## src/rtl/ssv_pkg.sv

```systemverilog
`default_nettype none

package ssv_pkg;

   localparam int unsigned CSR_INDEX_W = 3;
   localparam int unsigned CSR_DATA_W  = 32;
   localparam int unsigned NOTE_W      = 7;
   localparam int unsigned LEVEL_W     = 8;
   localparam int unsigned STEP_W      = 3;
   localparam int unsigned SAMPLE_W    = 16;
   localparam int unsigned TONE_W      = 12;

   localparam logic [15:0] SPS_RESET       = 16'd5143;
   localparam logic [31:0] STEP_WORD_RESET = 32'hFFBC_FFBC;

   localparam logic [11:0] TENTH_Q15 = 12'd3277;

   // odd sine polynomial, Q30
   localparam logic [31:0] SC1 = 32'd1686629713;
   localparam logic [31:0] SC3 = 32'd693598668;
   localparam logic [31:0] SC5 = 32'd85569306;
   localparam logic [31:0] SC7 = 32'd5026995;
   localparam logic [31:0] SC9 = 32'd172272;

   // floor(2^24 / 255)
   localparam logic [16:0] RECIP_255 = 17'd65793;

   typedef enum logic [CSR_INDEX_W-1:0] {
      REG_SAMPLES_PER_STEP = 3'd0,
      REG_STEPS_01         = 3'd1,
      REG_STEPS_23         = 3'd2,
      REG_STEPS_45         = 3'd3,
      REG_STEPS_67         = 3'd4
   } csr_index_type;

   typedef struct packed {
      logic [31:0]        phase;
      logic [LEVEL_W-1:0] level;
      logic [STEP_W-1:0]  step;
   } seq_item_type;

   typedef struct packed {
      logic               neg;
      logic [TONE_W-1:0]  mag;
      logic [LEVEL_W-1:0] level;
      logic [STEP_W-1:0]  step;
   } tone_item_type;

   // top octave (notes 120..131), Hz in Q16.16
   function automatic logic [31:0] note_top(input logic [3:0] semi);
      logic [31:0] f;
      case (semi)
         4'd0:    f = 32'd548668578;
         4'd1:    f = 32'd581294109;
         4'd2:    f = 32'd615859655;
         4'd3:    f = 32'd652480576;
         4'd4:    f = 32'd691279090;
         4'd5:    f = 32'd732384689;
         4'd6:    f = 32'd775934544;
         4'd7:    f = 32'd822074013;
         4'd8:    f = 32'd870957070;
         4'd9:    f = 32'd922746880;
         4'd10:   f = 32'd977616271;
         4'd11:   f = 32'd1035748353;
         default: f = 32'd0;
      endcase
      return f;
   endfunction

endpackage

`default_nettype wire

```

## src/rtl/ssv_scale.sv

```systemverilog
`default_nettype none

module ssv_scale (
   input  wire logic              clock,
   input  wire logic              reset,
   input  wire logic              in_valid,
   output logic                   in_ready,
   input  wire ssv_pkg::tone_item_type in_item,
   output logic                   out_valid,
   input  wire logic              out_ready,
   output logic signed [ssv_pkg::SAMPLE_W-1:0] out_sample,
   output logic [ssv_pkg::STEP_W-1:0]          out_step
);

   localparam int NSTG = 3;

   logic [NSTG-1:0] v_ff;
   logic [NSTG:0]   en;

   logic [19:0]                 p_ff [2];
   logic [ssv_pkg::TONE_W-1:0]  q0_ff;
   logic                        neg_ff  [2];
   logic [ssv_pkg::STEP_W-1:0]  step_ff [NSTG];
   logic [ssv_pkg::SAMPLE_W-1:0] sample_ff;

   logic [19:0]                 p_val;
   logic [36:0]                 q_prod;
   logic [19:0]                 rem;
   logic [ssv_pkg::TONE_W-1:0]  t2;
   logic [ssv_pkg::SAMPLE_W-1:0] t2_ext;

   always_comb begin
      en[NSTG] = out_ready;
      for (int i = NSTG - 1; i >= 0; i--) begin
         en[i] = !v_ff[i] || en[i+1];
      end
   end

   assign in_ready = en[0];

   always_ff @(posedge clock) begin
      if (reset) begin
         v_ff <= '0;
      end else begin
         if (en[0]) begin
            v_ff[0] <= in_valid;
         end
         for (int i = 1; i < NSTG; i++) begin
            if (en[i]) begin
               v_ff[i] <= v_ff[i-1];
            end
         end
      end
   end

   // divide by 255: reciprocal estimate, low by at most one
   always_comb begin
      p_val  = 20'(in_item.mag) * 20'(in_item.level) + 20'd127;
      q_prod = 37'(p_ff[0]) * 37'(ssv_pkg::RECIP_255);
      rem    = p_ff[1] - 20'(q0_ff) * 20'd255;
      t2     = (rem >= 20'd255) ? q0_ff + 1'b1 : q0_ff;
      t2_ext = ssv_pkg::SAMPLE_W'(t2);
   end

   always_ff @(posedge clock) begin
      if (en[0]) begin
         p_ff[0]    <= p_val;
         neg_ff[0]  <= in_item.neg;
         step_ff[0] <= in_item.step;
      end
      if (en[1]) begin
         p_ff[1]    <= p_ff[0];
         q0_ff      <= q_prod[24 +: ssv_pkg::TONE_W];
         neg_ff[1]  <= neg_ff[0];
         step_ff[1] <= step_ff[0];
      end
      if (en[2]) begin
         sample_ff  <= neg_ff[1] ? 16'd0 - t2_ext : t2_ext;
         step_ff[2] <= step_ff[1];
      end
   end

   assign out_valid  = v_ff[NSTG-1];
   assign out_sample = sample_ff;
   assign out_step   = step_ff[NSTG-1];

endmodule

`default_nettype wire

```

## config.mk

```make
export PLATFORM = sky130hd
export DESIGN_NAME = ssv_scale
export DESIGN_NICKNAME = d
export VERILOG_FILES = /design/src/rtl/ssv_pkg.sv /design/src/rtl/ssv_scale.sv
export SDC_FILE = /design/constraint.sdc
export NUM_CORES = 1
export LEC_CHECK = 0
export BUFFER_PORTS_ARGS = -buffer_cell sky130_fd_sc_hd__buf_4
export CELL_PAD_IN_SITES_DETAIL_PLACEMENT = 1
export CELL_PAD_IN_SITES_GLOBAL_PLACEMENT = 2
export CORE_UTILIZATION = 42
export DETAILED_ROUTE_END_ITERATION = 7
export GPL_TIMING_DRIVEN = 0
export PLACE_DENSITY_LB_ADDON = 0.1
export SKIP_CTS_REPAIR_TIMING = 1
export SYNTH_ARGS = -nofsm -noshare
export SYNTH_HDL_FRONTEND = slang
export SYNTH_SLANG_ARGS = --single-unit
```

## constraint.sdc

```tcl
create_clock -name clock -period 7.6 [get_ports clock]
set_input_delay 0.38 -clock clock [delete_from_list [all_inputs] [get_ports clock]]
set_output_delay 0.38 -clock clock [all_outputs]
set_load 0.05 [all_outputs]
```

---- Word-level counts from Yosys, hierarchy flattened ----
Memory sizes are Yosys's and may differ from the RTL's.
Index checks and enable logic that the tools add are counted.
storage, ports and cells
  register bits after elaboration ......... 28
  RAM bits ................................ 51
  input port bits ......................... 28
  output and inout bits ................... 21
  memories ................................ 3
cells by class
  add/sub/neg operators ................... 4
  multiply operators ...................... 3
  magnitude comparators ................... 1
  mux-type cells .......................... 8
  reduce and logical (&&, ||, !) cells .... 6
memories
  memory   words  width  read ports  clocked after Yosys merged registers in  wr ports  line             text
  p_ff     2      20     2           0                                        2         ssv_scale.sv:20  logic [19:0] p_ff [2];
  step_ff  3      3      3           0                                        3         ssv_scale.sv:23  logic [ssv_pkg::STEP_W-1:0] step_ff [NSTG];
  neg_ff   2      1      2           0                                        2         ssv_scale.sv:22  logic neg_ff [2];
operators by type and width
  operator                count
  $mul 20x17->36 const B  1
  $mux 12                 2
  $add 20x7->20 const B   1
  $ge 20x8->1 const B     1
  $mul 12x8->20           1
  $mul 12x8->20 const B   1
  $sub 20x20->20          1
  $sub 1x12->13 const A   1
  $add 12x1->12 const B   1
  $mux 1                  6
  $logic_not 1->1         3
  $logic_or 1x1->1        3

---- Depth between registers and ports, before layout ----
  word-level depth ........................ 6
  gate-level depth with buffers ........... 27
  depth with buffers taken out ............ 24

---- Worst setup path after synthesis ----
No wires, ideal clock.
  path type ............................... reg2reg
  from .................................... register q0_ff[5] (netlist name)
  to ...................................... register out_sample[12] (netlist name)
  setup time .............................. 264 ps
  data arrival time ....................... 6622 ps
  required time ........................... 7336 ps
  path slack .............................. 714 ps
  stages on the path, launching flop included .. 25
  path buffers ............................ 2
  period minus slack after synthesis ...... 6886 ps
  cells stage by stage .................... edfxtp_1 -> clkbuf_1 -> inv_1 -> fa_1 -> inv_1 -> fa_1 -> inv_1 -> fa_1 -> inv_1 -> fa_1 -> inv_1 -> ha_1 -> inv_2 -> a221oi_2 -> o211ai_1 -> or4_1 -> a211o_1 -> a2111oi_4 -> nand4_2 -> buf_2 -> a21oi_1 -> ha_1 -> o2111ai_1 -> o2bb2ai_1 -> o41a_1
between the ends
  longest elaborated chain between the ends .. 5
  elaborated cells on any way between the ends .. 6
RTL lines
  element                   line             text
  start: declaration        ssv_scale.sv:21  logic [ssv_pkg::TONE_W-1:0] q0_ff;
  start signal: assignment  ssv_scale.sv:73  q0_ff <= q_prod[24 +: ssv_pkg::TONE_W];
  $mul 12x8->20             ssv_scale.sv:60  rem = p_ff[1] - 20'(q0_ff) * 20'd255;
  $sub 20x20->20            ssv_scale.sv:60
  $ge 20x8->1               ssv_scale.sv:61  t2 = (rem >= 20'd255) ? q0_ff + 1'b1 : q0_ff;
  $mux 12 (*)               ssv_scale.sv:61
  $sub 1x12->13 (*)         ssv_scale.sv:78  sample_ff <= neg_ff[1] ? 16'd0 - t2_ext : t2_ext;
Mark *: on every way between the ends. The rest lies on a longest branch, timed or not.
A chain may end at the register's enable or synchronous reset.

---- Worst setup path in the final report ----
  from .................................... register q0_ff[4] (netlist name)
  to ...................................... register out_sample[12] (netlist name)
between the ends
  longest elaborated chain between the ends .. 5
  elaborated cells on any way between the ends .. 6
RTL lines
  element            line
  $mul 12x8->20      ssv_scale.sv:60
  $sub 20x20->20     ssv_scale.sv:60
  $ge 20x8->1        ssv_scale.sv:61
  $mux 12 (*)        ssv_scale.sv:61
  $sub 1x12->13 (*)  ssv_scale.sv:78
Marks and branches as above.

==> flow_summary.yaml <==
outcome:
  status: "finished, violations left"
  violations: "DRC"
synthesis:
  synth_top_area_cell: "fa_1"
  synth.most_common_cell: "inv_1"
  syn_area_per_cell_sq_um: 9.88
  synth_cell_types: 76
  ys_ff_latch: 79
  synth_common_cells: "inv_1 (255), ha_1 (164), fa_1 (137), nand2_1 (80), edfxtp_1 (76)"
  synth_fp_nets: 1468
  synth_warnings: 0
  netlist.area_leader.share_pct: 24.4
  synth_cells: 1139
  synth.area.top_cells: "fa_1 (24%), edfxtp_1 (20%), ha_1 (18%), inv_1 (8.5%), xnor2_1 (3.7%)"
  ys.flop_type: "edfxtp_1"
  syn_area_sq_um: 11300
  synth_edf_count: 76
  async_reset_ff_share_pct: 0
  seq_area_frac_synth_pct: 20.8
setup_path:
  rrSetupSlack_ns: 0.36
  worstPathMaxFanout: 10
  reg2reg_depth: 25
  path_class: "reg -> reg"
  worstPathArrival_ns: 7.33
  cp.required_ns: 7.69
  reg2reg_to: "out_sample[12]"
  start_kind: "register"
  critPathCaptureType: "register"
  r2r-start: "q0_ff[4]"
die:
  core_region_area_sq_um: 26200
  die_area_sq_um: 27500
  start_util_pct: 42.9
  fp.dieH_um: 166
  io_pins: 49
  fp.dieW_um: 166
  rows: 59
worst_hold_path:
  hold_start: "reset"
  whs_endpoint: "v_ff[0]"
  hp-class: "in -> reg"
  hold_path_depth: 2
placement:
  dpl.hpwl_um: 22200
  port-buffer-count: 48
  gp_congestion: 0.798
  dp_cells: 1522
global_routing:
  grt_max_degree: 37
  track_usage_pct: 20.1
  overflow: 0
  antenna_found_initial: 0
  grt_pass1_wl_um: 43400
  grt_pass1_vias: 8125
cells_and_area:
  final_nets: 1542
  layout.cells.non_filler: 1553
  drive_above_1_share_pct: 10.6
  syn_to_final_growth_pct: 11.5
  diodes: 0
  fin_util_pct: 47.9
  fillers: 2965
sta:
  slew_headroom_pct: 26.9
  finClkSkew_ns: 0.0166
  fin_crit_sh_pct: 95.2
  rsz0062_at_grt: "no"
  timing.final.max_slew_violations: 0
  period_minus_slack_ns: 7.24
  finalHoldViolCount: 0
  worstMarginPinSlew_ns: 1.09
  setup_tns_ns: 0
  setup_viol: 0
  fmax_mhz: 138
route:
  drcViolationCount: 9
  ant_nets: 0
  vias: 8041
  first_iter_violations: 408
  first_pass_iters: 6
  wire_per_inst_um: 16.8
  routed_wl_um: 26100
  viasPerCell: 5.18
clock_network:
  clock_path_buffers: 2
  htreeDepth: 3
  numCtsBuffers: 9
  cts_tree: "done"
  clk_latency_ns: 0.35
  cts.clk_slew.worst_paths_ns: 0.08
  cts_root_buf: "clkbuf_16"
  cts.sinks: 79
run:
  maxCapViolCount: 0
==> registers in the layout, indices dropped and copies added (netlist names) <==
name        cells
out_sample     13
step_ff         9
q0_ff          12
neg_ff          2
p_ff           40
v_ff            3
==> routing by layer <==
layer / routed length (um) / part of all wire (%) / GRT usage, % / vias to the layer above
met2: 12000 / 46 / 31.4 / 84
met4: 311 / 1.2 / 3.98 / 0
met3: 628 / 2.4 / 2.37 / 17
li1: - / - / - / 3858
met5: 0 / 0 / 0 / -
met1: 13100 / 50 / 30.2 / 4082
==> critical path, cell delays in order, from the launching register on <==
cell and delay (ns):
edfxtp_1 0.38, clkbuf_4 0.23, clkinvlp_4 0.17, fa_1 0.64, inv_1 0.08, fa_1 0.54, inv_1 0.06, fa_1 0.55
inv_1 0.06, fa_1 0.53, inv_1 0.04, ha_1 0.18, clkbuf_1 0.21, a211o_2 0.38, nor4_1 0.18, a211oi_1 0.17
o221a_1 0.25, or3_1 0.33, a21oi_2 0.41, nand4_4 0.22, buf_6 0.22, a21oi_2 0.17, ha_2 0.23, o2111ai_2 0.16
o2bb2ai_2 0.19, o41a_1 0.43
==> logic make-up after synthesis <==
kind of cell,after synthesis,share of synthesized area [%]
fa+ha+maj,301,42.6
simple gates,240,10.7
buf+inv,291,10.1
xor+xnor,59,4.73
mux,3,0.267
flops,79,20.8
compound gates,166,10.8
==> cell usage in the layout (no fill, tap or decap), types with 3 or more instances in the layout <==
| master | synthesis | routed |
|---|---|---|
| clkbuf_16 | 0 | 9 |
| nand3_1 | 15 | 15 |
| nor3b_1 | 4 | 4 |
| nand4_1 | 3 | 3 |
| buf_2 | 5 | 4 |
| clkbuf_1 | 21 | 18 |
| nor2b_1 | 3 | 3 |
| a211o_1 | 4 | 4 |
| inv_1 | 255 | 250 |
| a211oi_1 | 8 | 8 |
| and3_1 | 8 | 8 |
| clkinvlp_4 | 0 | 5 |
| nor3_1 | 15 | 15 |
| o22ai_1 | 4 | 4 |
| o21bai_1 | 6 | 6 |
| or2_2 | 3 | 3 |
| a21oi_1 | 35 | 33 |
| xor2_1 | 9 | 8 |
| fa_1 | 137 | 137 |
| and2_1 | 50 | 50 |
| o211ai_1 | 8 | 8 |
| buf_4 | 7 | 72 |
| a21boi_0 | 3 | 3 |
| a21o_1 | 14 | 14 |
| ha_1 | 164 | 163 |
| mux2i_1 | 3 | 3 |
| nand2_1 | 80 | 80 |
| or3_1 | 3 | 3 |
| o21ai_0 | 28 | 28 |
| nand3b_1 | 3 | 3 |
| a31oi_1 | 7 | 7 |
| nand2b_1 | 7 | 7 |
| nor2_1 | 35 | 35 |
| edfxtp_1 | 76 | 76 |
| dfxtp_1 | 3 | 3 |
| o21ai_1 | 3 | 3 |
| o21a_1 | 7 | 7 |
| xnor2_1 | 48 | 48 |
| o31ai_1 | 5 | 5 |
==> per-stage QoR <==
step           setup slack [ns]  area, sq um  hold slack (ns)
6_report                  0.361        12500            0.194
5_1_grt                  0.0525        12500            0.182
4_1_cts                  -0.550        12300            0.183
3_5_place_dp             -0.534        12000            0.406
3_3_place_gp             -0.451        12000            0.402
2_1_floorplan             0.714        11300            0.400
==> cell type report <==
class | count | area (sq um) | share of cell area [%]
multi-input cells | 769 | 7840 | 62.5
flip-flops and latches | 79 | 2340 | 18.7
inverters | 257 | 980 | 7.81
repair buffers | 65 | 488 | 3.89
plain buffers | 32 | 170 | 1.36
clock buffers | 9 | 225 | 1.79
well taps | 335 | 419 | 3.34
clock inverters | 7 | 86.3 | 0.688
==> worst max-delay path by stage <==
stage	start	to	slack, ns	cells past startpoint
after floorplan	q0_ff[5]	out_sample[12]	0.71	24
after global placement	q0_ff[5]	out_sample[12]	-0.45	24
after detailed placement	q0_ff[5]	out_sample[12]	-0.53	25
after CTS	q0_ff[5]	out_sample[12]	-0.55	25
after global routing	q0_ff[4]	out_sample[12]	0.05	27
final	q0_ff[4]	out_sample[12]	0.36	25
Power is not shown: default switching activity piles up to over one toggle a cycle in this logic, so the estimate is an artifact.
