<file path="config.mk">
export PLATFORM = sky130hd
export DESIGN_NAME = ssv_sequencer
export DESIGN_NICKNAME = d
export VERILOG_FILES = /design/src/rtl/ssv_pkg.sv /design/src/rtl/ssv_sequencer.sv
export SDC_FILE = /design/constraint.sdc
export NUM_CORES = 1
export LEC_CHECK = 0
export BUFFER_PORTS_ARGS = -buffer_cell sky130_fd_sc_hd__buf_2
export CAP_MARGIN = 10
export CELL_PAD_IN_SITES_DETAIL_PLACEMENT = 0
export CELL_PAD_IN_SITES_GLOBAL_PLACEMENT = 2
export CORE_UTILIZATION = 43
export DETAILED_ROUTE_END_ITERATION = 16
export GPL_TIMING_DRIVEN = 0
export PLACE_DENSITY = 0.9
export SETUP_SLACK_MARGIN = 0.4
export SYNTH_ARGS = -nofsm -noshare
export SYNTH_HDL_FRONTEND = slang
export SYNTH_SLANG_ARGS = --single-unit
</file>
<file path="constraint.sdc">
create_clock -name clock -period 11.13 [get_ports clock]
set_clock_uncertainty 0.1 [all_clocks]
set_input_delay 2.226 -clock clock [delete_from_list [all_inputs] [get_ports clock]]
set_output_delay 2.226 -clock clock [all_outputs]
set_load 0.02 [all_outputs]
</file>
<file path="src/rtl/ssv_pkg.sv">
`default_nettype none

package ssv_pkg;

   localparam int unsigned CSR_INDEX_W = 3;
   localparam int unsigned CSR_DATA_W  = 32;
   localparam int unsigned NOTE_W      = 7;
   localparam int unsigned LEVEL_W     = 8;
   localparam int unsigned STEP_W      = 3;
   localparam int unsigned SAMPLE_W    = 16;
   localparam int unsigned TONE_W      = 12;

   localparam logic [15:0] SPS_RESET       = 16'd5143;
   localparam logic [31:0] STEP_WORD_RESET = 32'hFFBC_FFBC;

   localparam logic [11:0] TENTH_Q15 = 12'd3277;

   // odd sine polynomial, Q30
   localparam logic [31:0] SC1 = 32'd1686629713;
   localparam logic [31:0] SC3 = 32'd693598668;
   localparam logic [31:0] SC5 = 32'd85569306;
   localparam logic [31:0] SC7 = 32'd5026995;
   localparam logic [31:0] SC9 = 32'd172272;

   // floor(2^24 / 255)
   localparam logic [16:0] RECIP_255 = 17'd65793;

   typedef enum logic [CSR_INDEX_W-1:0] {
      REG_SAMPLES_PER_STEP = 3'd0,
      REG_STEPS_01         = 3'd1,
      REG_STEPS_23         = 3'd2,
      REG_STEPS_45         = 3'd3,
      REG_STEPS_67         = 3'd4
   } csr_index_type;

   typedef struct packed {
      logic [31:0]        phase;
      logic [LEVEL_W-1:0] level;
      logic [STEP_W-1:0]  step;
   } seq_item_type;

   typedef struct packed {
      logic               neg;
      logic [TONE_W-1:0]  mag;
      logic [LEVEL_W-1:0] level;
      logic [STEP_W-1:0]  step;
   } tone_item_type;

   // top octave (notes 120..131), Hz in Q16.16
   function automatic logic [31:0] note_top(input logic [3:0] semi);
      logic [31:0] f;
      case (semi)
         4'd0:    f = 32'd548668578;
         4'd1:    f = 32'd581294109;
         4'd2:    f = 32'd615859655;
         4'd3:    f = 32'd652480576;
         4'd4:    f = 32'd691279090;
         4'd5:    f = 32'd732384689;
         4'd6:    f = 32'd775934544;
         4'd7:    f = 32'd822074013;
         4'd8:    f = 32'd870957070;
         4'd9:    f = 32'd922746880;
         4'd10:   f = 32'd977616271;
         4'd11:   f = 32'd1035748353;
         default: f = 32'd0;
      endcase
      return f;
   endfunction

endpackage

`default_nettype wire

</file>
<file path="src/rtl/ssv_sequencer.sv">
`default_nettype none

module ssv_sequencer #(
   parameter int STEPS       = 8,
   parameter int SAMPLE_RATE = 48000
) (
   input  wire logic                               clock,
   input  wire logic                               reset,
   input  wire logic                               csr_we,
   input  wire logic [ssv_pkg::CSR_INDEX_W-1:0]    csr_index,
   input  wire logic [ssv_pkg::CSR_DATA_W-1:0]     csr_wdata,
   input  wire logic                               in_valid,
   output logic                                    in_ready,
   input  wire logic                               in_playing,
   output logic                                    out_valid,
   input  wire logic                               out_ready,
   output ssv_pkg::seq_item_type                   out_item
);

   localparam int IDX_W   = $clog2(STEPS);
   localparam int NOTES   = 1 << ssv_pkg::NOTE_W;

   logic [15:0]       sps_ff;
   logic [31:0]       steps_ff [4];
   logic [31:0]       phase_acc_ff, phase_acc_in;
   logic [31:0]       phase_step_ff, phase_step_in;
   logic [7:0]        level_ff, level_in;
   logic [IDX_W-1:0]  step_index_ff, step_index_in;
   logic [15:0]       tick_count_ff, tick_count_in;
   logic              v_ff;
   ssv_pkg::seq_item_type item_ff;

   logic [31:0]       inc_table [NOTES];
   logic [IDX_W+2:0]  cur_ext, next_ext;
   logic [2:0]        word_sel;
   logic [31:0]       pair;
   logic [15:0]       word;
   logic              boundary;
   logic [16:0]       tick_inc;
   logic              accept;

   // increment per MIDI note, fixed at elaboration
   for (genvar n = 0; n < NOTES; n++) begin : g_inc
      localparam int unsigned OCT  = n / 12;
      localparam int unsigned SEMI = n % 12;
      localparam logic [63:0] FREQ =
         64'(ssv_pkg::note_top(4'(SEMI)) >> (10 - OCT));
      localparam logic [63:0] INC = (FREQ << 16) / SAMPLE_RATE;
      assign inc_table[n] = INC[31:0];
   end

   assign in_ready = !v_ff || out_ready;
   assign accept   = in_valid && in_ready;

   always_comb begin
      cur_ext  = (IDX_W+3)'(step_index_ff);
      word_sel = cur_ext[2:0];
      pair     = steps_ff[word_sel[2:1]];
      word     = word_sel[0] ? pair[31:16] : pair[15:0];
      boundary = in_playing && (tick_count_ff == '0);

      phase_step_in = phase_step_ff;
      level_in      = level_ff;
      step_index_in = step_index_ff;
      if (boundary) begin
         if (word[15]) begin
            phase_step_in = inc_table[word[6:0]];
            level_in      = word[14:7];
         end else begin
            level_in = '0;
         end
         if (step_index_ff == IDX_W'(STEPS - 1)) begin
            step_index_in = '0;
         end else begin
            step_index_in = step_index_ff + 1'b1;
         end
      end

      tick_inc      = 17'(tick_count_ff) + 17'd1;
      tick_count_in = tick_count_ff;
      if (in_playing) begin
         tick_count_in = (tick_inc >= {1'b0, sps_ff}) ? '0 : tick_inc[15:0];
      end

      phase_acc_in = phase_acc_ff + phase_step_in;
      next_ext     = (IDX_W+3)'(step_index_in);
   end

   always_ff @(posedge clock) begin
      if (reset) begin
         sps_ff <= ssv_pkg::SPS_RESET;
         for (int i = 0; i < 4; i++) begin
            steps_ff[i] <= ssv_pkg::STEP_WORD_RESET;
         end
      end else if (csr_we) begin
         unique case (csr_index)
            ssv_pkg::REG_SAMPLES_PER_STEP: sps_ff      <= csr_wdata[15:0];
            ssv_pkg::REG_STEPS_01:         steps_ff[0] <= csr_wdata;
            ssv_pkg::REG_STEPS_23:         steps_ff[1] <= csr_wdata;
            ssv_pkg::REG_STEPS_45:         steps_ff[2] <= csr_wdata;
            ssv_pkg::REG_STEPS_67:         steps_ff[3] <= csr_wdata;
            default: ;
         endcase
      end
   end

   always_ff @(posedge clock) begin
      if (reset) begin
         phase_acc_ff  <= '0;
         phase_step_ff <= '0;
         level_ff      <= '0;
         step_index_ff <= '0;
         tick_count_ff <= '0;
      end else if (accept) begin
         phase_acc_ff  <= phase_acc_in;
         phase_step_ff <= phase_step_in;
         level_ff      <= level_in;
         step_index_ff <= step_index_in;
         tick_count_ff <= tick_count_in;
      end
   end

   always_ff @(posedge clock) begin
      if (reset) begin
         v_ff <= 1'b0;
      end else if (in_ready) begin
         v_ff <= in_valid;
      end
   end

   // sine uses the phase from before this tick's advance
   always_ff @(posedge clock) begin
      if (accept) begin
         item_ff.phase <= phase_acc_ff;
         item_ff.level <= level_in;
         item_ff.step  <= next_ext[2:0];
      end
   end

   assign out_valid = v_ff;
   assign out_item  = item_ff;

endmodule

`default_nettype wire

</file>
Word-level counts from Yosys, hierarchy flattened --
Memory sizes are Yosys's and may differ from the RTL's. A register that Yosys moved wholly into a read port is not among the register bits. Index checks and enable logic that the tools add are counted.
Storage, ports and cells: memory bits (writable) 128, input port bits 41, bits in registers 151, memories 2, output and inout bits 45, logic and storage cells 69, ROM bits 4096
Memory list:
- (no name shown) | depth 128, width 32, rd ports 1, clocked after Yosys merged registers in 0, write ports 0, line ssv_sequencer.sv:67 | phase_step_in = inc_table[word[6:0]];
- steps_ff | depth 4, width 32, rd ports 1, clocked after Yosys merged registers in 1, write ports 4, line ssv_sequencer.sv:24 | logic [31:0] steps_ff [4];
Cells by class: reduce and logical (&&, ||, !) cells 8, add/sub/neg operators 3, mux-type cells 34, order comparisons 2, equality and inequality tests 5, bitwise operators 5
Operators with widths (count):
- 32-bit 2-to-1 mux | 8
- 32-bit adder | 1
- 16-bit 2-to-1 mux | 2
- 1-bit 2-to-1 mux | 18
- 16-bit by 1-bit adder with 17-bit output (second input constant) | 1
- 17-bit by 16-bit greater-or-equal comparator with 1-bit output | 1
- 16-bit logical NOT | 1
- 8-bit 2-to-1 mux | 2
- 8-bit greater-or-equal comparator (second input constant) | 1
- 7-bit NOT with 8-bit output | 1
- 3-bit by 2-bit equality test with 1-bit output (second input constant) | 2
- 3-bit equality test (second input constant) | 2
- 3-bit 2-to-1 mux | 2
- 2-bit 2-to-1 mux | 2
- 1-bit OR | 4
- 2-bit AND reduction | 2
- 3-bit by 1-bit adder with 3-bit output (second input constant) | 1
- 3-bit by 1-bit equality test with 1-bit output (second input constant) | 1
- 3-bit logical NOT | 1
- 1-bit logical AND | 2
- 1-bit logical NOT | 1
- 1-bit logical OR | 1

Depth between registers and ports, before layout --
Gate-level depths: netlist (run 1).
word-level depth 8, gate-level depth with buffers 26, depth with buffers taken out 23

Worst setup path before layout (run 1) --
Ideal clock, no wire load.
path kind input to register, from input in_playing, to register phase_acc_ff[30], cell stages on the path 19, arrival time 5818 ps, buffers on the path 4, setup slack 5087 ps, setup time 125 ps, required time 10905 ps, cell sequence nor4b_1 -> nand4_1 -> or2_2 -> buf_2 -> clkbuf_1 -> clkbuf_1 -> nand2_1 -> o21ai_0 -> ha_1 -> clkbuf_1 -> nand4_1 -> or3_1 -> or3_1 -> nand3_1 -> o2111ai_1 -> a31o_2 -> o21ai_1 -> xnor2_1 -> o21ai_0
On the way: word-level cells in the longest chain between the ends 3
Ends and longest elaborated chain:
- start, declared | line ssv_sequencer.sv:14 | input wire logic in_playing,
- 1-bit logical AND | line ssv_sequencer.sv:60 | boundary = in_playing && (tick_count_ff == '0);
- 32-bit 2-to-1 mux | line ssv_sequencer.sv:65 | if (boundary) begin
- named net phase_step_in[10] | line ssv_sequencer.sv:26 | logic [31:0] phase_step_ff, phase_step_in;
- 32-bit adder | line ssv_sequencer.sv:85 | phase_acc_in = phase_acc_ff + phase_step_in;
- end signal, assigned | line ssv_sequencer.sv:115 | phase_acc_ff <= phase_acc_in;
- end, declared | line ssv_sequencer.sv:25 | logic [31:0] phase_acc_ff, phase_acc_in;
The timed path passes the listed nets, and every way through them passes these cells. A chain may end at the register's enable or synchronous reset.

==> results by group, run 1 <==
Timing
  – Accumulated negative setup slack: 0 ns
  – Minimum period implied by the final worst setup slack: a little under 8 ns
  – Unrepaired setup endpoints after global routing: no
  – Final hold viol count: 0
  – Final setup violation count: 0
  – Number of max-slew violations in the final report: 0
  – Tcrit/Tclk final: between 70 and 80%
  – Setup slack after layout: 3.234 ns
  – Top achievable clock speed: approximately 130 MHz
  – Measured slew at the worst slew-check pin: between 1 and 1.5 ns
  – Headroom to the max-slew limit: 18.84%

Clocking
  – Post-cts repair resize count: 0
  – CTS tree: done
  – Clock sink total: between 200 and 300
  – CTS Root Buffer Type: sky130_fd_sc_hd__clkbuf_16
  – Buffer count from post-CTS setup fixing: 0
  – Worst skew pair latency: about 0.59 ns
  – Maximum buffer depth of the clock tree: 3
  – Clock buffer count from CTS: 30
  – # H-tree levels: 1
  – Hold Buf Count CTS: 0
  – CTS clock-pin slew for the worst setup and hold paths: approximately 0.06 ns

Logic synthesis
  – Instance count of the mapped netlist: 1885
  – Number of enable flip-flop cells after synthesis: 171
  – Synth unique cells: 77
  – Cell with the most instances after synthesis: sky130_fd_sc_hd__nand2_1
  – Commonest cells in the netlist: sky130_fd_sc_hd__nand2_1 (256), sky130_fd_sc_hd__edfxtp_1 (171), sky130_fd_sc_hd__nor2_1 (155)
  – Synthesized net count: between 1500 and 2000
  – Yosys warnings: 0
  – Share of synthesized registers carrying an async set or reset: 0%
  – Post-synth top area cell: sky130_fd_sc_hd__edfxtp_1
  – Cell Area, Synth: ~17000 sq um
  – Cells taking the most area after synthesis: sky130_fd_sc_hd__edfxtp_1 (30%), sky130_fd_sc_hd__dfxtp_1 (13%), sky130_fd_sc_hd__nand2_1 (5.5%)
  – Top_reg_cell synth: sky130_fd_sc_hd__edfxtp_1
  – Fraction of the yosys area taken by sequential cells: a little over two fifths
  – Synth Register Bits: about 280
  – Mean instance size in the synthesized netlist: slightly above 9 sq um
  – Post-synth top area share: between 20% and 30%

Global route
  – Global Route Usage Sum: a little over a third
  – Global-route wire length before repair: roughly 110 mm
  – Congestion Overflow GR: 0
  – Number of antenna violations at the first check in global routing: 0
  – Largest net degree at the start of global routing: 40
  – Number of global-route vias before repair: approximately 16000

Placed design
  – Post-Place Setup Slack: around 3.5 ns
  – RePlAce Congestion: about 1.1
  – # port buffers: 84
  – DP HPWL: approximately 53 mm

Drt
  – Total Routed Length: around 73 mm
  – Post-route ant nets: 0
  – Count of routing violations after the opening detailed-route iteration: roughly 1800
  – Number of remaining DRC errors: 0
  – Count of vias placed by the detailed router: about 16000
  – Via density per instance: ~6.4
  – Number of search-and-repair iterations in the first detailed-routing pass: 5
  – Detail-routed net length per standard cell: ~29 microns

Critical path
  – Largest stage delay on the critical path: 0.91 ns
  – Critical path type: register to register
  – Startpoint types: register
  – Worst setup EP type: register
  – Required time at the endpoint of the critical path: approximately 12 ns
  – Cell with the largest stage delay on the worst path: sky130_fd_sc_hd__buf_1
  – Crit path DAT: approximately 8.3 ns
  – Critical path buffers and inverters: 5
  – Kind of cell adding the most delay to the critical path: compound AO/OA/AOI/OAI gates
  – Sequence of cells on the critical path: buf_6 -> buf_6 -> mux4_2 -> mux2i_4 -> buf_2 -> ha_1 -> buf_1 -> buf_1 -> o22ai_1 -> o21ai_0 -> nand3_1 -> o2111ai_1 -> nand3_1 -> o21ai_0 -> ha_1 -> o211ai_1 -> o211ai_1 -> a211oi_1 -> a2bb2oi_1 -> a211oi_1 -> a21oi_1 -> xnor2_1 -> or3_1 -> a21oi_1
  – R2R depth: 24
  – Setup slack of the worst register-to-register path: around 3.2 ns
  – Critical path peak fanout: 13
  – Destination of the worst register-to-register timing path: phase_acc_ff[31]

Floorplanning
  – Boundary Pins: 86
  – FP Rows: 73
  – Die extent in y: 203.0 microns
  – Floorplan Core Area: between 30000 and 40000 sq um
  – Initial core utilization: between 40% and 50%
  – Horizontal die dimension: approximately 200 microns
  – Die Footprint: approximately 41000 sq um

Layout
  – Total of fill cells in the finished design: slightly below 4000
  – FF/Latch Area: approximately 7300 sq um
  – Layout net count: approximately 2100
  – Multi-input combinational cell area: 9250 sq um
  – Antenna diodes: 0
  – Post-synthesis to final-layout area growth: 12.66%
  – Share of layout cells above drive strength 1: 15.69%

Hold path
  – Class of the tightest hold or removal check: register to register
  – Hold endpoint: phase_step_ff[12]
  – Number of instances on the worst hold path: 2
  – Worst min-delay path startpoint: phase_step_ff[12]

Power
  – Power density cells: ~160 nW/um^2
  – Design Power: 3.194 mW
  – Total leakage power: ~7.3 nW
  – Worst vdd ir: roughly 0.16 mV

Job
  – Number of violations of the max-capacitance limit: 0

Status
  – Run status: finished, final reports clean
-- state kept, by name (all words and copies together) (netlist names), named ones only --
signal	flops
level_ff	8
out_item	43
out_valid	1
phase_acc_ff	32
phase_step_ff	32
sps_ff	16
step_index_ff	3
steps_ff	128
tick_count_ff	16
-- report_power, final --
group | leakage (nW) | switching, mW | internal, mW
sequential | 2.60 | 0.0290 | 1.17
combinational | 4.20 | 0.651 | 0.251
clock | 0.515 | 0.448 | 0.641
total | 7.31 | 1.13 | 2.07
-- worst max-delay path by stage --
stage / startpoint / to / slack, ns / cells after the start
5_1_grt: register / phase_acc_ff[31] / 3.08 / 24
2_1_floorplan: in_playing / phase_acc_ff[30] / 5.09 / 19
6_report: register / phase_acc_ff[31] / 3.23 / 24
4_1_cts: register / phase_acc_ff[30] / 3.43 / 23
3_5_place_dp: register / phase_acc_ff[30] / 3.48 / 23
3_3_place_gp: register / phase_acc_ff[19] / 3.05 / 22
-- cells in the final DEF, fill, tap and decap left out, types with 11 or more instances in the layout --
cell and n:
sky130_fd_sc_hd__nor2_1 155, sky130_fd_sc_hd__mux2i_1 29, sky130_fd_sc_hd__o21ai_1 15, sky130_fd_sc_hd__xnor2_1 20, sky130_fd_sc_hd__nand3_1 52, sky130_fd_sc_hd__o211ai_1 27, sky130_fd_sc_hd__and3_1 16, sky130_fd_sc_hd__xor2_1 19
sky130_fd_sc_hd__a211o_1 12, sky130_fd_sc_hd__ha_1 61, sky130_fd_sc_hd__edfxtp_1 171, sky130_fd_sc_hd__or2_2 56, sky130_fd_sc_hd__dfxtp_1 110, sky130_fd_sc_hd__or3_1 38, sky130_fd_sc_hd__o21ai_0 102, sky130_fd_sc_hd__mux4_2 32
sky130_fd_sc_hd__buf_2 123, sky130_fd_sc_hd__nand2_1 256, sky130_fd_sc_hd__a21oi_1 141, sky130_fd_sc_hd__o31ai_1 21, sky130_fd_sc_hd__a211oi_1 33, sky130_fd_sc_hd__a22o_1 12, sky130_fd_sc_hd__nand2b_1 36, sky130_fd_sc_hd__a31oi_1 20
sky130_fd_sc_hd__clkbuf_1 86, sky130_fd_sc_hd__a21o_1 27, sky130_fd_sc_hd__nor3_1 37, sky130_fd_sc_hd__inv_1 38, sky130_fd_sc_hd__mux2_2 19, sky130_fd_sc_hd__nand4_1 11, sky130_fd_sc_hd__clkbuf_16 30
-- metal layers --
metal,wire [microns],GRT usage (%),vias to the layer above
met2,32790,55.70,876
met4,4008,17.51,0
met1,29820,46.47,7942
met3,6438,6.340,207
li1,-,-,7190
met5,0,0,-
-- cell type report --
class | instances | share of cell area [%]
flip-flops and latches | 281 | 37.49
well taps | 525 | 3.357
clock inverters | 26 | 1.726
repair buffers | 86 | 2.276
multi-input cells | 1421 | 47.27
clock buffers | 30 | 3.836
inverters | 41 | 0.7864
plain buffers | 142 | 3.254
-- worst reg2reg max path, cell delays in order, from the launching register on --
cell and delay (ns):
sky130_fd_sc_hd__dfxtp_1 0.33, sky130_fd_sc_hd__buf_6 0.14, sky130_fd_sc_hd__buf_6 0.20, sky130_fd_sc_hd__mux4_2 0.59, sky130_fd_sc_hd__mux2i_4 0.39, sky130_fd_sc_hd__buf_2 0.46
sky130_fd_sc_hd__ha_1 0.22, sky130_fd_sc_hd__buf_1 0.60, sky130_fd_sc_hd__buf_1 0.91, sky130_fd_sc_hd__o22ai_1 0.12, sky130_fd_sc_hd__o21ai_0 0.49, sky130_fd_sc_hd__nand3_1 0.13
sky130_fd_sc_hd__o2111ai_1 0.13, sky130_fd_sc_hd__nand3_1 0.17, sky130_fd_sc_hd__o21ai_0 0.43, sky130_fd_sc_hd__ha_1 0.38, sky130_fd_sc_hd__o211ai_1 0.16, sky130_fd_sc_hd__o211ai_1 0.15
sky130_fd_sc_hd__a211oi_1 0.44, sky130_fd_sc_hd__a2bb2oi_1 0.31, sky130_fd_sc_hd__a211oi_1 0.19, sky130_fd_sc_hd__a21oi_1 0.20, sky130_fd_sc_hd__xnor2_1 0.11, sky130_fd_sc_hd__or3_1 0.31
sky130_fd_sc_hd__a21oi_1 0.13
-- cells by family after synthesis --
group | Yosys count | share of synthesized area, %
XOR/XNOR | 40 | 2.060
AO/OA/AOI/OAI | 519 | 19.38
flip-flops | 281 | 42.24
buffers and inverters | 183 | 4.545
adder cells (fa/ha/maj) | 62 | 4.509
AND/OR/NAND/NOR | 711 | 19.26
multiplexers | 89 | 8.003
-- per-stage QoR --
step                      hold slack, ns  util, %  instance area [sq um]  cells
final                             0.3509    49.14                  19570   2552
after floorplan                   0.3172        -                  17370   1885
after global routing              0.3629    49.14                  19570   2552
after global placement            0.3347    46.32                  18450   2494
after detailed placement          0.3412    46.41                  18480   2496
after CTS                         0.3501    49.14                  19570   2552
No activity file was read; power rests on OpenSTA's default activity.
==> run 2, diff against run 1 <==
Settings changed: CORE_UTILIZATION 43 to 40, PLACE_DENSITY 0.9 to 0.85.
Clock period 11.13 ns to 7.34 ns, I/O delays scaled along.
==> run 2 against run 1 <==
Effect of this change:
- hold slack hardly changed
- largest power group unchanged
- global-route usage decreased by 2.0 points
- critical endpoint is now phase_acc_ff[30]
- clock power is 50% higher
- maximum frequency is 17% higher
- critical path type unchanged
- non-clock buffer count grew 5
- core utilization fell by 2.3 points
==> results by group, run 2 (synthesized netlist as in run 1, its figures left out) <==
Global route
  – Number of antenna violations at the first check in global routing: 1 (was 0)
  – Number of global-route vias before repair: 15720 (about the same)
  – Global Route Usage Sum: 33.30% (was 35.27%)
  – Congestion Overflow GR: 0 (unchanged)
  – Global-route wire length before repair: 106.8 mm (was 105.8 mm)
  – Largest net degree at the start of global routing: 40 (unchanged)

Power
  – Design Power: 4.871 mW (was 3.194 mW)
  – Worst vdd ir: 0.1967 mV (was 0.1583 mV)
  – Power density cells: 245.4 nW/um^2 (was 163.2 nW/um^2)
  – Total leakage power: 7.427 nW (was 7.314 nW)

Hold path
  – Worst min-delay path startpoint: phase_step_ff[13] (was phase_step_ff[12])
  – Class of the tightest hold or removal check: register to register (unchanged)

Critical path
  – Critical path type: register to register (unchanged)
  – Worst setup EP type: register (unchanged)
  – Critical path peak fanout: 10 (was 13)
  – Crit path DAT: 7.09 ns (was 8.29 ns)
  – Startpoint types: register (unchanged)
  – Required time at the endpoint of the critical path: 7.66 ns (was 11.53 ns)

Floorplanning
  – Die Footprint: 44260 sq um (was 41200 sq um)
  – Die extent in y: 210.4 microns (was 203.0 microns)
  – FP Rows: 75 (was 73)
  – Initial core utilization: 40.95% (was 43.62%)
  – Boundary Pins: 86 (unchanged)
  – Floorplan Core Area: 42420 sq um (was 39820 sq um)
  – Horizontal die dimension: 210.4 microns (was 203.0 microns)

Clocking
  – Clock sink total: 281 (unchanged)
  – CTS Root Buffer Type: sky130_fd_sc_hd__clkbuf_16 (unchanged)
  – CTS tree: done (unchanged)
  – CTS clock-pin slew for the worst setup and hold paths: 0.06 ns (about the same)
  – Clock buffer count from CTS: 30 (unchanged)
  – Maximum buffer depth of the clock tree: 3 (unchanged)
  – Worst skew pair latency: 0.58 ns (was 0.59 ns)
  – # H-tree levels: 1 (unchanged)

Drt
  – Via density per instance: 6.234 (was 6.354)
  – Number of search-and-repair iterations in the first detailed-routing pass: 5 (unchanged)
  – Routed wire length on met2: 32.95 mm (was 32.79 mm)
  – Post-route ant nets: 0 (unchanged)
  – Total Routed Length: 73.98 mm (was 73.05 mm)
  – Count of routing violations after the opening detailed-route iteration: 1610 (was 1787)
  – Uppermost layer routed: met4 (unchanged)
  – Detail-routed net length per standard cell: 28.33 microns (was 28.63 microns)
  – Count of vias placed by the detailed router: 16280 (was 16220)
  – Number of remaining DRC errors: 0 (unchanged)
  – Met1 wire length: 30.07 mm (was 29.82 mm)
  – Met3 Wirelength: 6.604 mm (was 6.438 mm)

Timing
  – Final setup violation count: 0 (unchanged)
  – Measured slew at the worst slew-check pin: 1.140 ns (was 1.213 ns)
  – Accumulated negative setup slack: 0 ns (unchanged)
  – Final hold viol count: 0 (unchanged)
  – Number of max-slew violations in the final report: 0 (unchanged)
  – Headroom to the max-slew limit: 23.47% (was 18.84%)
  – Unrepaired setup endpoints after global routing: yes (was no)
  – Setup slack after layout: 0.5786 ns (was 3.234 ns)
  – Tcrit/Tclk final: 92.12% (was 70.95%)
  – Minimum period implied by the final worst setup slack: 6.761 ns (was 7.896 ns)
  – Top achievable clock speed: 147.9 MHz (was 126.6 MHz)

Placed design
  – # port buffers: 84 (unchanged)
  – RePlAce Congestion: 1.064 (was 1.060)
  – DP HPWL: 54.67 mm (was 53.46 mm)
  – Post-Place Setup Slack: -0.3528 ns (was 3.477 ns)

Layout
  – Register bank with the most flops: steps_ff (unchanged)
  – Post-synthesis to final-layout area growth: 14.26% (was 12.66%)
  – Most frequent standard cell in the layout excluding fill and tap cells: sky130_fd_sc_hd__nand2_1 (unchanged)
  – Layout net count: 2111 (was 2106)
  – Most frequent cells in the layout: sky130_fd_sc_hd__nand2_1 (254), sky130_fd_sc_hd__edfxtp_1 (171), sky130_fd_sc_hd__nor2_1 (152), sky130_fd_sc_hd__a21oi_1 (141), sky130_fd_sc_hd__buf_2 (123) (was sky130_fd_sc_hd__nand2_1 (256), sky130_fd_sc_hd__edfxtp_1 (171), sky130_fd_sc_hd__nor2_1 (155), sky130_fd_sc_hd__a21oi_1 (141), sky130_fd_sc_hd__buf_2 (123))
  – Final core utilization: 46.79% (was 49.14%)
  – Share of layout cells above drive strength 1: 17.72% (was 15.69%)
  – Flip-flop count of the largest register after layout: 128 (unchanged)

Status
  – Run status: finished, final reports clean (unchanged)

Job
  – Number of violations of the max-capacitance limit: 0 (unchanged)
-- run 2: changes by cell type in the layout (fill, tap and decap cells not counted), moves of 4 or more --
cell / previous run / this run
sky130_fd_sc_hd__clkbuf_8: 0 / 6
sky130_fd_sc_hd__buf_4: 1 / 6
sky130_fd_sc_hd__clkbuf_1: 86 / 77
sky130_fd_sc_hd__o21ai_1: 15 / 19
sky130_fd_sc_hd__o21ai_0: 102 / 98
sky130_fd_sc_hd__mux2i_2: 3 / 7
sky130_fd_sc_hd__a211oi_2: 0 / 4
sky130_fd_sc_hd__a211oi_1: 33 / 29
sky130_fd_sc_hd__mux2i_1: 29 / 25
sky130_fd_sc_hd__a31oi_1: 20 / 16
sky130_fd_sc_hd__a31oi_2: 0 / 4
sky130_fd_sc_hd__clkinvlp_4: 6 / 2
sky130_fd_sc_hd__clkbuf_2: 0 / 12
-- run 2: report_power, final --
| part | total, mW | switching, mW | internal (mW) | leakage, nW |
|---|---|---|---|---|
| Combinational | 1.41 | 1.01 | 0.400 | 4.30 |
| Clock | 1.64 | 0.634 | 1.01 | 0.528 |
| Sequential | 1.82 | 0.0436 | 1.78 | 2.60 |
| Total | 4.87 | 1.68 | 3.19 | 7.43 |
-- run 2: through the flow --
stage / area [sq um] / instances / hold WS (ns)
2_1_floorplan: 17370 / 1885 / 0.3172
3_3_place_gp: 18510 / 2546 / 0.3351
3_5_place_dp: 18560 / 2549 / 0.3424
4_1_cts: 19720 / 2606 / 0.3528
5_1_grt: 19840 / 2609 / 0.3748
6_report: 19850 / 2611 / 0.3510
-- run 2: layout make-up --
cell class,instances,area [sq um]
inverter,41,153.9
sequential,281,7337
multi-input combinational,1421,9374
clock buffer,41,873.3
fill,4159,22570
timing repair buffer,91,495.5
tap,577,721.9
antenna,2,5.005
buffer,142,670.6
clock inverter,15,216.5
-- run 2: critical path, cell delays in order (launching register included) --
cell and delay, ns:
sky130_fd_sc_hd__dfxtp_1 0.32, sky130_fd_sc_hd__buf_6 0.14, sky130_fd_sc_hd__mux4_2 0.56, sky130_fd_sc_hd__mux2i_4 0.27, sky130_fd_sc_hd__buf_2 0.36, sky130_fd_sc_hd__buf_2 0.37
sky130_fd_sc_hd__buf_2 0.36, sky130_fd_sc_hd__ha_1 0.36, sky130_fd_sc_hd__nor2_1 0.12, sky130_fd_sc_hd__a31oi_1 0.34, sky130_fd_sc_hd__nand2_1 0.09, sky130_fd_sc_hd__o21ai_1 0.12
sky130_fd_sc_hd__o211ai_1 0.11, sky130_fd_sc_hd__a21o_1 0.27, sky130_fd_sc_hd__mux2_2 0.31, sky130_fd_sc_hd__ha_1 0.38, sky130_fd_sc_hd__nand4_1 0.20, sky130_fd_sc_hd__or3_1 0.40
sky130_fd_sc_hd__or3_1 0.39, sky130_fd_sc_hd__nand3_2 0.16, sky130_fd_sc_hd__o2111ai_2 0.17, sky130_fd_sc_hd__a31o_2 0.27, sky130_fd_sc_hd__o21ai_1 0.16, sky130_fd_sc_hd__xnor2_1 0.13
sky130_fd_sc_hd__o21ai_0 0.09
-- run 2: path summary, 6_finish.rpt --
path	to	slack, ns	cells past startpoint
worst min-delay path	phase_step_ff[13]	0.35	2
worst max-delay path	phase_acc_ff[30]	0.58	24
worst max register to register	phase_acc_ff[30]	0.58	24
worst min register to register	phase_step_ff[13]	0.35	2
-- run 2: per-layer routing --
metal | GRT usage [%] | vias up
met5 | 0 | -
met4 | 17.02 | 0
met3 | 6.347 | 227
met2 | 52.34 | 850
met1 | 43.73 | 7982
li1 | - | 7218
-- run 2: timing repair --
action                                  CTS  global route
endpoints found under the setup margin   20            14
gates cloned                              0             0
endpoints found under the hold margin     0             0
resized for setup                        21            45
setup buffers                             1             3
pin swaps                                 0             2
hold buffers                              0             0
